<file path="src/rtl/pfbm_pkg.sv">
package pfbm_pkg;

  localparam logic [2:0] ACT_FETCH  = 3'd0;
  localparam logic [2:0] ACT_UNPIN  = 3'd1;
  localparam logic [2:0] ACT_FLUSH  = 3'd2;
  localparam logic [2:0] ACT_DELETE = 3'd3;
  localparam logic [2:0] ACT_NEW    = 3'd4;

  localparam int TAG_W   = 31;
  localparam int FRAME_W = 6;

  typedef struct packed {
    logic [2:0]       action;
    logic [TAG_W-1:0] page_id;
    logic             mark_dirty;
  } in_item_t;

  typedef struct packed {
    logic               ok;
    logic [FRAME_W-1:0] frame;
    logic               hit;
    logic               write_back;
    logic [TAG_W-1:0]   write_back_page;
    logic               read_in;
    logic               deallocate;
  } out_item_t;

  typedef enum logic [2:0] {
    OP_FETCH,
    OP_UNPIN,
    OP_FLUSH,
    OP_DELETE,
    OP_NEW,
    OP_NONE
  } op_t;

  typedef struct packed {
    op_t              op;
    logic [TAG_W-1:0] page_id;
    logic             mark_dirty;
  } cmd_t;

  typedef enum logic [2:0] {
    BK_CLR,
    BK_IDLE,
    BK_SCAN,
    BK_DECIDE,
    BK_UPD
  } bk_state_t;

  typedef enum logic [1:0] {
    AM_NONE,
    AM_DEC,
    AM_INC
  } age_mode_t;

endpackage

</file>
<file path="src/rtl/pfbm_ram.sv">
module pfbm_ram #(
  parameter int WIDTH = 8,
  parameter int DEPTH = 64
) (
  input  logic                     clk,
  input  logic                     we,
  input  logic [$clog2(DEPTH)-1:0] waddr,
  input  logic [WIDTH-1:0]         wdata,
  input  logic [$clog2(DEPTH)-1:0] raddr,
  output logic [WIDTH-1:0]         rdata
);

  logic [WIDTH-1:0] mem [DEPTH];

  always_ff @(posedge clk) begin
    if (we) begin
      mem[waddr] <= wdata;
    end
    rdata <= mem[raddr];
  end

endmodule

</file>
<file path="src/rtl/pfbm_front.sv">
module pfbm_front (
  input  logic                clk,
  input  logic                rst_n,
  input  logic                start,
  output logic                busy,
  input  pfbm_pkg::in_item_t  in_item,
  input  logic                clearing,
  output logic                q_valid,
  output pfbm_pkg::cmd_t      q_cmd,
  input  logic                q_pop
);

  pfbm_pkg::cmd_t ent_r [2];
  logic           rd_ptr_r, rd_ptr_nxt;
  logic           wr_ptr_r, wr_ptr_nxt;
  logic [1:0]     cnt_r, cnt_nxt;
  pfbm_pkg::cmd_t cls;
  logic           push;

  always_comb begin
    cls.page_id    = in_item.page_id;
    cls.mark_dirty = in_item.mark_dirty;
    unique case (in_item.action)
      pfbm_pkg::ACT_FETCH:  cls.op = pfbm_pkg::OP_FETCH;
      pfbm_pkg::ACT_UNPIN:  cls.op = pfbm_pkg::OP_UNPIN;
      pfbm_pkg::ACT_FLUSH:  cls.op = pfbm_pkg::OP_FLUSH;
      pfbm_pkg::ACT_DELETE: cls.op = pfbm_pkg::OP_DELETE;
      pfbm_pkg::ACT_NEW:    cls.op = pfbm_pkg::OP_NEW;
      default:              cls.op = pfbm_pkg::OP_NONE;
    endcase
  end

  assign busy    = (cnt_r == 2'd2) || clearing;
  assign push    = start && !busy;
  assign q_valid = (cnt_r != 2'd0);
  assign q_cmd   = ent_r[rd_ptr_r];

  always_comb begin
    rd_ptr_nxt = rd_ptr_r;
    wr_ptr_nxt = wr_ptr_r;
    cnt_nxt    = cnt_r;
    if (push) begin
      wr_ptr_nxt = !wr_ptr_r;
    end
    if (q_pop) begin
      rd_ptr_nxt = !rd_ptr_r;
    end
    if (push && !q_pop) begin
      cnt_nxt = cnt_r + 2'd1;
    end else if (!push && q_pop) begin
      cnt_nxt = cnt_r - 2'd1;
    end
  end

  always_ff @(posedge clk) begin
    if (!rst_n) begin
      rd_ptr_r <= 1'b0;
      wr_ptr_r <= 1'b0;
      cnt_r    <= 2'd0;
    end else begin
      rd_ptr_r <= rd_ptr_nxt;
      wr_ptr_r <= wr_ptr_nxt;
      cnt_r    <= cnt_nxt;
    end
  end

  always_ff @(posedge clk) begin
    if (push) begin
      ent_r[wr_ptr_r] <= cls;
    end
  end

endmodule

</file>
<file path="src/rtl/pfbm_back.sv">
module pfbm_back #(
  parameter int NUM_FRAMES = 64,
  parameter int PIN_BITS   = 16
) (
  input  logic                 clk,
  input  logic                 rst_n,
  input  logic                 q_valid,
  input  pfbm_pkg::cmd_t       q_cmd,
  output logic                 q_pop,
  output logic                 clearing,
  output logic                 out_valid,
  output pfbm_pkg::out_item_t  out_item
);

  localparam int FW = $clog2(NUM_FRAMES);
  localparam logic [FW:0]         NV   = (FW+1)'(NUM_FRAMES);
  localparam logic [FW-1:0]       LAST = FW'(NUM_FRAMES - 1);
  localparam logic [PIN_BITS-1:0] PMAX = {PIN_BITS{1'b1}};

  typedef struct packed {
    logic                       valid;
    logic [pfbm_pkg::TAG_W-1:0] tag;
    logic [PIN_BITS-1:0]        pin;
    logic                       dirty;
    logic                       evict;
    logic [FW-1:0]              age;
  } rec_t;

  localparam int RW = $bits(rec_t);

  pfbm_pkg::bk_state_t state_r, state_nxt;
  logic [FW:0]         cnt_r, cnt_nxt;
  logic                pv_r, pv_nxt;
  logic [FW-1:0]       pidx_r, pidx_nxt;
  pfbm_pkg::cmd_t      cmd_r, cmd_nxt;
  logic                hit_r, hit_nxt;
  logic [FW-1:0]       hf_r, hf_nxt;
  rec_t                hrec_r, hrec_nxt;
  logic                lv_r, lv_nxt;
  logic [FW-1:0]       lf_r, lf_nxt;
  rec_t                lrec_r, lrec_nxt;
  logic [FW-1:0]       head_r, head_nxt;
  logic [FW:0]         fcnt_r, fcnt_nxt;
  logic [FW-1:0]       tf_r, tf_nxt;
  rec_t                trec_r, trec_nxt;
  pfbm_pkg::age_mode_t mode_r, mode_nxt;
  logic [FW-1:0]       thr_r, thr_nxt;
  pfbm_pkg::out_item_t res_r, res_nxt;
  logic                out_valid_r, out_valid_nxt;

  logic          rec_we;
  logic [FW-1:0] rec_waddr;
  rec_t          rec_wdata;
  logic [RW-1:0] rec_rbits;
  rec_t          rec_rd;
  logic          fq_we;
  logic [FW-1:0] fq_waddr;
  logic [FW-1:0] fq_wdata;
  logic [FW-1:0] fq_rd;

  pfbm_ram #(.WIDTH(RW), .DEPTH(NUM_FRAMES)) u_rec_ram (
    .clk   (clk),
    .we    (rec_we),
    .waddr (rec_waddr),
    .wdata (rec_wdata),
    .raddr (cnt_r[FW-1:0]),
    .rdata (rec_rbits)
  );

  pfbm_ram #(.WIDTH(FW), .DEPTH(NUM_FRAMES)) u_free_ram (
    .clk   (clk),
    .we    (fq_we),
    .waddr (fq_waddr),
    .wdata (fq_wdata),
    .raddr (head_r),
    .rdata (fq_rd)
  );

  assign rec_rd    = rec_t'(rec_rbits);
  assign clearing  = (state_r == pfbm_pkg::BK_CLR);
  assign out_valid = out_valid_r;
  assign out_item  = res_r;

  function automatic logic [pfbm_pkg::FRAME_W-1:0] to_frame(input logic [FW-1:0] f);
    logic [FW+pfbm_pkg::FRAME_W-1:0] w;
    w = {{pfbm_pkg::FRAME_W{1'b0}}, f};
    return w[pfbm_pkg::FRAME_W-1:0];
  endfunction

  always_comb begin
    pfbm_pkg::out_item_t res;
    rec_t                tgt;
    rec_t                inst;
    rec_t                upd;
    logic                wr;
    logic                pop;
    logic                push;
    logic                have_free;
    logic                vok;
    logic                vwb;
    logic [FW-1:0]       vf;
    logic [FW-1:0]       tfr;
    logic [FW:0]         tail;
    pfbm_pkg::age_mode_t md;
    logic [FW-1:0]       thr;

    state_nxt     = state_r;
    cnt_nxt       = cnt_r;
    pv_nxt        = 1'b0;
    pidx_nxt      = cnt_r[FW-1:0];
    cmd_nxt       = cmd_r;
    hit_nxt       = hit_r;
    hf_nxt        = hf_r;
    hrec_nxt      = hrec_r;
    lv_nxt        = lv_r;
    lf_nxt        = lf_r;
    lrec_nxt      = lrec_r;
    head_nxt      = head_r;
    fcnt_nxt      = fcnt_r;
    tf_nxt        = tf_r;
    trec_nxt      = trec_r;
    mode_nxt      = mode_r;
    thr_nxt       = thr_r;
    res_nxt       = res_r;
    out_valid_nxt = 1'b0;
    q_pop         = 1'b0;
    rec_we        = 1'b0;
    rec_waddr     = pidx_r;
    rec_wdata     = rec_rd;
    fq_we         = 1'b0;
    fq_waddr      = cnt_r[FW-1:0];
    fq_wdata      = cnt_r[FW-1:0];

    res       = '0;
    tgt       = hrec_r;
    wr        = 1'b0;
    pop       = 1'b0;
    push      = 1'b0;
    md        = pfbm_pkg::AM_NONE;
    thr       = '0;
    tfr       = hf_r;
    have_free = (fcnt_r != '0);
    vok       = have_free || lv_r;
    vf        = have_free ? fq_rd : lf_r;
    vwb       = !have_free && lrec_r.valid && lrec_r.dirty;
    inst      = '0;
    inst.valid = 1'b1;
    inst.tag   = cmd_r.page_id;
    inst.pin   = PIN_BITS'(1);
    tail = {1'b0, head_r} + fcnt_r;
    if (tail >= NV) begin
      tail = tail - NV;
    end
    upd = rec_rd;
    if (pidx_r == tf_r) begin
      upd = trec_r;
    end else if (rec_rd.evict) begin
      if (mode_r == pfbm_pkg::AM_DEC && rec_rd.age > thr_r) begin
        upd.age = rec_rd.age - FW'(1);
      end else if (mode_r == pfbm_pkg::AM_INC) begin
        upd.age = rec_rd.age + FW'(1);
      end
    end

    unique case (state_r)
      pfbm_pkg::BK_CLR: begin
        // one frame record and one free-list slot per cycle
        rec_we    = 1'b1;
        rec_waddr = cnt_r[FW-1:0];
        rec_wdata = '0;
        fq_we     = 1'b1;
        cnt_nxt   = cnt_r + 1'b1;
        if (cnt_r[FW-1:0] == LAST) begin
          state_nxt = pfbm_pkg::BK_IDLE;
        end
      end

      pfbm_pkg::BK_IDLE: begin
        if (q_valid) begin
          q_pop     = 1'b1;
          cmd_nxt   = q_cmd;
          cnt_nxt   = '0;
          hit_nxt   = 1'b0;
          lv_nxt    = 1'b0;
          state_nxt = pfbm_pkg::BK_SCAN;
        end
      end

      pfbm_pkg::BK_SCAN: begin
        if (cnt_r < NV) begin
          cnt_nxt = cnt_r + 1'b1;
          pv_nxt  = 1'b1;
        end
        if (pv_r) begin
          if (rec_rd.valid && rec_rd.tag == cmd_r.page_id) begin
            hit_nxt  = 1'b1;
            hf_nxt   = pidx_r;
            hrec_nxt = rec_rd;
          end
          // oldest unpinned frame: largest rank
          if (rec_rd.evict && (!lv_r || rec_rd.age > lrec_r.age)) begin
            lv_nxt   = 1'b1;
            lf_nxt   = pidx_r;
            lrec_nxt = rec_rd;
          end
          if (pidx_r == LAST) begin
            state_nxt = pfbm_pkg::BK_DECIDE;
          end
        end
      end

      pfbm_pkg::BK_DECIDE: begin
        unique case (cmd_r.op) inside
          pfbm_pkg::OP_FETCH, pfbm_pkg::OP_NEW: begin
            if (hit_r) begin
              if (cmd_r.op == pfbm_pkg::OP_FETCH && hrec_r.pin != PMAX) begin
                tgt.pin   = hrec_r.pin + PIN_BITS'(1);
                tgt.evict = 1'b0;
                tgt.age   = '0;
                wr        = 1'b1;
                if (hrec_r.evict) begin
                  md  = pfbm_pkg::AM_DEC;
                  thr = hrec_r.age;
                end
                res.ok    = 1'b1;
                res.frame = to_frame(hf_r);
                res.hit   = 1'b1;
              end
            end else if (vok) begin
              // the LRU victim holds the top rank, so no other rank moves
              tfr                 = vf;
              tgt                 = inst;
              wr                  = 1'b1;
              pop                 = have_free;
              res.ok              = 1'b1;
              res.frame           = to_frame(vf);
              res.write_back      = vwb;
              res.write_back_page = vwb ? lrec_r.tag : '0;
              res.read_in         = (cmd_r.op == pfbm_pkg::OP_FETCH);
            end
          end
          pfbm_pkg::OP_UNPIN: begin
            if (hit_r) begin
              tgt.dirty = hrec_r.dirty | cmd_r.mark_dirty;
              wr        = 1'b1;
              if (hrec_r.pin != '0) begin
                tgt.pin = hrec_r.pin - PIN_BITS'(1);
                res.ok  = 1'b1;
                if (hrec_r.pin == PIN_BITS'(1)) begin
                  tgt.evict = 1'b1;
                  tgt.age   = '0;
                  md        = pfbm_pkg::AM_INC;
                end
              end
            end
          end
          pfbm_pkg::OP_FLUSH: begin
            if (hit_r) begin
              res.ok = 1'b1;
              if (hrec_r.dirty) begin
                res.write_back      = 1'b1;
                res.write_back_page = cmd_r.page_id;
                tgt.dirty           = 1'b0;
                wr                  = 1'b1;
              end
            end
          end
          pfbm_pkg::OP_DELETE: begin
            if (!hit_r) begin
              res.ok         = 1'b1;
              res.deallocate = 1'b1;
            end else if (hrec_r.pin == '0) begin
              tgt.valid = 1'b0;
              tgt.dirty = 1'b0;
              tgt.evict = 1'b0;
              tgt.age   = '0;
              wr        = 1'b1;
              push      = (fcnt_r < NV);
              if (hrec_r.evict) begin
                md  = pfbm_pkg::AM_DEC;
                thr = hrec_r.age;
              end
              res.ok         = 1'b1;
              res.deallocate = 1'b1;
            end
          end
          default: begin
          end
        endcase

        res_nxt  = res;
        tf_nxt   = tfr;
        trec_nxt = tgt;
        mode_nxt = md;
        thr_nxt  = thr;
        if (pop) begin
          head_nxt = (head_r == LAST) ? '0 : head_r + FW'(1);
          fcnt_nxt = fcnt_r - 1'b1;
        end
        if (push) begin
          fq_we    = 1'b1;
          fq_waddr = tail[FW-1:0];
          fq_wdata = tfr;
          fcnt_nxt = fcnt_r + 1'b1;
        end
        if (md != pfbm_pkg::AM_NONE) begin
          cnt_nxt   = '0;
          state_nxt = pfbm_pkg::BK_UPD;
        end else begin
          rec_we        = wr;
          rec_waddr     = tfr;
          rec_wdata     = tgt;
          out_valid_nxt = 1'b1;
          state_nxt     = pfbm_pkg::BK_IDLE;
        end
      end

      pfbm_pkg::BK_UPD: begin
        if (cnt_r < NV) begin
          cnt_nxt = cnt_r + 1'b1;
          pv_nxt  = 1'b1;
        end
        if (pv_r) begin
          rec_we    = 1'b1;
          rec_waddr = pidx_r;
          rec_wdata = upd;
          if (pidx_r == LAST) begin
            out_valid_nxt = 1'b1;
            state_nxt     = pfbm_pkg::BK_IDLE;
          end
        end
      end

      default: begin
        state_nxt = pfbm_pkg::BK_IDLE;
      end
    endcase
  end

  always_ff @(posedge clk) begin
    if (!rst_n) begin
      state_r     <= pfbm_pkg::BK_CLR;
      cnt_r       <= '0;
      pv_r        <= 1'b0;
      head_r      <= '0;
      fcnt_r      <= NV;
      out_valid_r <= 1'b0;
    end else begin
      state_r     <= state_nxt;
      cnt_r       <= cnt_nxt;
      pv_r        <= pv_nxt;
      head_r      <= head_nxt;
      fcnt_r      <= fcnt_nxt;
      out_valid_r <= out_valid_nxt;
    end
  end

  always_ff @(posedge clk) begin
    pidx_r <= pidx_nxt;
    cmd_r  <= cmd_nxt;
    hit_r  <= hit_nxt;
    hf_r   <= hf_nxt;
    hrec_r <= hrec_nxt;
    lv_r   <= lv_nxt;
    lf_r   <= lf_nxt;
    lrec_r <= lrec_nxt;
    tf_r   <= tf_nxt;
    trec_r <= trec_nxt;
    mode_r <= mode_nxt;
    thr_r  <= thr_nxt;
    res_r  <= res_nxt;
  end

endmodule

</file>
<file path="src/rtl/page_frame_buffer_manager.sv">
// Page-frame manager: one result per request, shown on out_item for a single
// cycle with out_valid; the receiver cannot stall it, so sample on the strobe.
// Requests pass through a two-item queue into a sequencer that walks the frame
// record memory (one record per cycle, single read port). A second pass that
// renumbers recency ranks follows the scan when an item needs it
// (fetch hit on an unpinned frame, unpin to zero, delete of an unpinned frame).
// After reset a clearing pass over all NUM_FRAMES records holds busy high.
module page_frame_buffer_manager #(
  parameter int NUM_FRAMES = 64,
  parameter int PIN_BITS   = 16
) (
  input  logic                clk,
  input  logic                rst_n,
  input  logic                start,
  output logic                busy,
  input  pfbm_pkg::in_item_t  in_item,
  output logic                out_valid,
  output pfbm_pkg::out_item_t out_item
);

  logic           q_valid;
  pfbm_pkg::cmd_t q_cmd;
  logic           q_pop;
  logic           clearing;

  pfbm_front u_front (
    .clk      (clk),
    .rst_n    (rst_n),
    .start    (start),
    .busy     (busy),
    .in_item  (in_item),
    .clearing (clearing),
    .q_valid  (q_valid),
    .q_cmd    (q_cmd),
    .q_pop    (q_pop)
  );

  pfbm_back #(.NUM_FRAMES(NUM_FRAMES), .PIN_BITS(PIN_BITS)) u_back (
    .clk       (clk),
    .rst_n     (rst_n),
    .q_valid   (q_valid),
    .q_cmd     (q_cmd),
    .q_pop     (q_pop),
    .clearing  (clearing),
    .out_valid (out_valid),
    .out_item  (out_item)
  );

endmodule
</file>
<file path="config.mk">
export PLATFORM = sky130hd
export DESIGN_NAME = page_frame_buffer_manager
export DESIGN_NICKNAME = d
export VERILOG_FILES = /design/src/rtl/pfbm_pkg.sv /design/src/rtl/pfbm_ram.sv /design/src/rtl/pfbm_front.sv /design/src/rtl/pfbm_back.sv /design/src/rtl/page_frame_buffer_manager.sv
export SDC_FILE = /design/constraint.sdc
export NUM_CORES = 2
export LEC_CHECK = 0
export CAP_MARGIN = 15
export CORE_MARGIN = 1.5
export CORE_UTILIZATION = 35
export DETAILED_ROUTE_END_ITERATION = 7
export DONT_BUFFER_PORTS = 1
export GPL_ROUTABILITY_DRIVEN = 0
export HOLD_SLACK_MARGIN = 0.02
export PLACE_DENSITY = 0.47
export SETUP_SLACK_MARGIN = 0.1
export SLEW_MARGIN = 30
export SYNTH_ARGS = -nofsm -noshare
export SYNTH_HDL_FRONTEND = slang
export SYNTH_HIERARCHICAL = 1
export SYNTH_SLANG_ARGS = --single-unit
</file>
<file path="constraint.sdc">
create_clock -name clk -period 19.98 [get_ports clk]
set_input_delay 0.999 -clock clk [delete_from_list [all_inputs] [get_ports clk]]
set_output_delay 0.999 -clock clk [all_outputs]
set_load 0.05 [all_outputs]
</file>
==> run metrics <==
uppermost layer routed=met5; final worst slack=13.06 ns; reg2reg start=u_back/hrec_r[8]; Synth Area in XOR/XNOR=0.00285; largest family of logic cells by synthesized area=multiplexers; IO Count=82; RSZ-0062 raised after global routing=false; r2r endpoint=u_back/u_rec_ram/mem[46][39]; post-layout min period=6.92 ns; share of layout cells above drive strength 1=0.253; gr ovfl total=0; Synth Area in Adders=0.00253; Synth warnings=6; worst slew pin tran=1.12 ns; maximum VDD drop=74.8 uV; Pins Over Slew Limit=0; crit start category=flop; CTS H-tree lvls=5; Synth Area in Compound Gates=0.0383; initial DRC count=9570; final WL=502000 um; PD cells=101 nW/um2; post-synth top area cell=edfxtp_1; cell area after synthesis=169000 um2; Core ar.=482000 um2; Resize count post-CTS=0; pre-CTS setup slack=13.09 ns; ranking of synthesized cells by area=edfxtp_1 (76%), mux4_2 (12%), mux2i_1 (1.4%); final setup violation count=0; die area=487000 um2; Nets=8446; CP Class=flop to flop; Die Ht=698 um; largest net degree at the start of global routing=103; area grow syn2layout=15.0%; residual DRC count=0; hold_buf cts=34; TritonCTS clock tree=done; Initial Util=0.351; CTS clk-pin slew, worst paths=0.06 ns; post-synthesis mux area share=0.140; Clock Sinks=4392; most common cell in the netlist=edfxtp_1; area occupied by multi-input gates=37000 um2; Max FO, Critical Path=38; vias=84.7k; Met2 Routed Length=244000 um; final hold violations=0; Critical Path End=u_back/u_rec_ram/mem[46][39]; met3 WL=27900 um; Max Cap Viol=0; status=finished clean; Leak Pwr=56.9 nW; Synth Net Count=8086; Period Utilization, post-route=0.346; DRT Pass-1 Iters=6; Mapped Cells=8015; TNS Setup=0 ns; global-route usage over all layers=0.202; CTS Buf Count=461; Fillers=42.6k; vias in the first global route=85.7k; Rows=255; most frequent cells after synthesis=edfxtp_1 (4294), mux4_2 (906), nand2_1 (263); sequential area share after synthesis=0.774; Vias per Instance=5.57; fin util=0.404; Synth Area per Inst=21.1 um2; Die Wd=698 um; worst setup path start=u_back/hrec_r[8]; later-pin clock latency in the skew report=1.05 ns; Routed Antenna Nets=0; first-pass GRT wire length=700000 um; R2R Setup Slk=13.06 ns; post-DP HPWL=304000 um; Yosys reg bits=4392; synthesized-area fraction occupied by and/or/nand/nor cells=0.0271; Cell variety after synth=96; fmax=0.144 GHz; Worst EP required=20.61 ns; crit end category=flop; Post-synth EDFFs=4294; initial antenna violation count=23; Worst Path Arrival=7.55 ns; drt wl/cell=33.0 um; r2r worst-path depth=12; Async SR Flop Fraction=0; Slew headroom=0.251; Final Skew=0.0665 ns; worst hold path type=input port to flop; Post-CTS Repair Setup Buffers=0; clock root buffer=clkbuf_16; ys flop type=edfxtp_1; wl on met1=215000 um; top cell type's share of synthesized area=0.762; FF/Latch Area=131000 um2; PortBufs=0; CTS max path bufs=4
==> area by class of cell <==
type | instances | share of cell area
antenna | 9 | 0.000116
timing repair buffer | 347 | 0.0174
tap | 6425 | 0.0413
sequential | 4392 | 0.673
multi-input combinational | 3124 | 0.190
inverter | 49 | 0.000997
clock buffer | 590 | 0.0629
clock inverter | 269 | 0.0141
==> per-stage QoR <==
step	hold WS, ns	cells	total power, mW	area (um2)
6_report	0.133	15205	19.6	195000
5_1_grt	0.0675	15198	20.1	195000
4_1_cts	0.0314	15177	19.8	194000
3_5_place_dp	0.492	14284	11.3	179000
3_3_place_gp	0.479	14258	11.3	178000
2_1_floorplan	0.406	8015	10.8	169000
==> state kept, by name (all words and copies together), names as in the netlist, 7 cells and up, named ones only <==
| signal | count |
|---|---|
| u_back/cmd_r | 35 |
| u_back/cnt_r | 7 |
| u_back/fcnt_r | 7 |
| u_back/hrec_r | 56 |
| u_back/lrec_r | 39 |
| u_back/out_item | 42 |
| u_back/trec_r | 56 |
| u_back/u_free_ram/mem | 384 |
| u_back/u_rec_ram/mem | 3584 |
| u_back/u_rec_ram/rdata | 56 |
| u_front/ent_r | 70 |
==> critical path, stage by stage, from the launching register on <==
cell,delay (ns)
edfxtp_1,0.49
ha_1,0.24
nand4_1,0.26
nor4_4,0.53
nor2_1,0.25
nor3_4,0.74
buf_4,0.64
o21ai_0,0.19
nand2_1,0.38
nor2b_1,0.34
nand3_1,0.69
nor2_4,1.02
buf_4,0.63
==> routing by layer <==
metal  track usage  up-vias
li1              -    34520
met1         0.283    46848
met2         0.333     2702
met3        0.0251      657
met4        0.0581        2
met5             0        -
==> cells in the final DEF, fill, tap and decap left out, types with 27 or more instances in the layout <==
master / n
edfxtp_1: 4294
mux4_2: 906
clkbuf_16: 465
buf_4: 264
nand2_1: 257
o22ai_1: 253
mux2i_1: 244
nor2_1: 143
clkbuf_1: 111
clkinv_2: 100
dfxtp_1: 89
clkinv_1: 84
a22oi_1: 81
and2_1: 80
mux2_2: 71
nand3_1: 63
nor2_4: 62
o221ai_1: 61
o21ai_0: 61
a21oi_1: 59
nand4_1: 47
inv_1: 44
bufinv_16: 42
a211oi_1: 40
o21ai_1: 36
o21a_1: 36
xor2_1: 36
dlygate4sd3_1: 34
a22o_1: 31
ha_1: 31
nor4_2: 29
nor2b_1: 28
a221o_4: 28
nor4_1: 27
buf_16: 27
==> power by group <==
group          switching, mW  internal (mW)
registers              0.111           10.1
logic                  0.561          0.349
clock network           3.62           4.88
total                   4.30           15.3
==> how the worst min path moves through the flow <==
stage,slack (ns),cells after the start,endpoint,startpoint
after floorplan,0.41,0,u_back/hrec_r[6],u_back/u_rec_ram/rdata[6]
after global placement,0.48,2,u_front/cnt_r[1],u_front/cnt_r[1]
after detailed placement,0.49,1,u_back/pv_r,u_back/cnt_r[6]
after CTS,0.03,1,u_front/rd_ptr_r,rst_n
after global routing,0.07,1,u_front/rd_ptr_r,rst_n
final,0.13,1,u_front/rd_ptr_r,rst_n
==> kinds of logic after synthesis <==
kind of cell    after synthesis
xor+xnor                     55
compound gates              904
flops                      4392
simple gates                911
mux                        1221
buf+inv                     499
fa+ha+maj                    33
No activity file was read; power rests on OpenSTA's default activity.
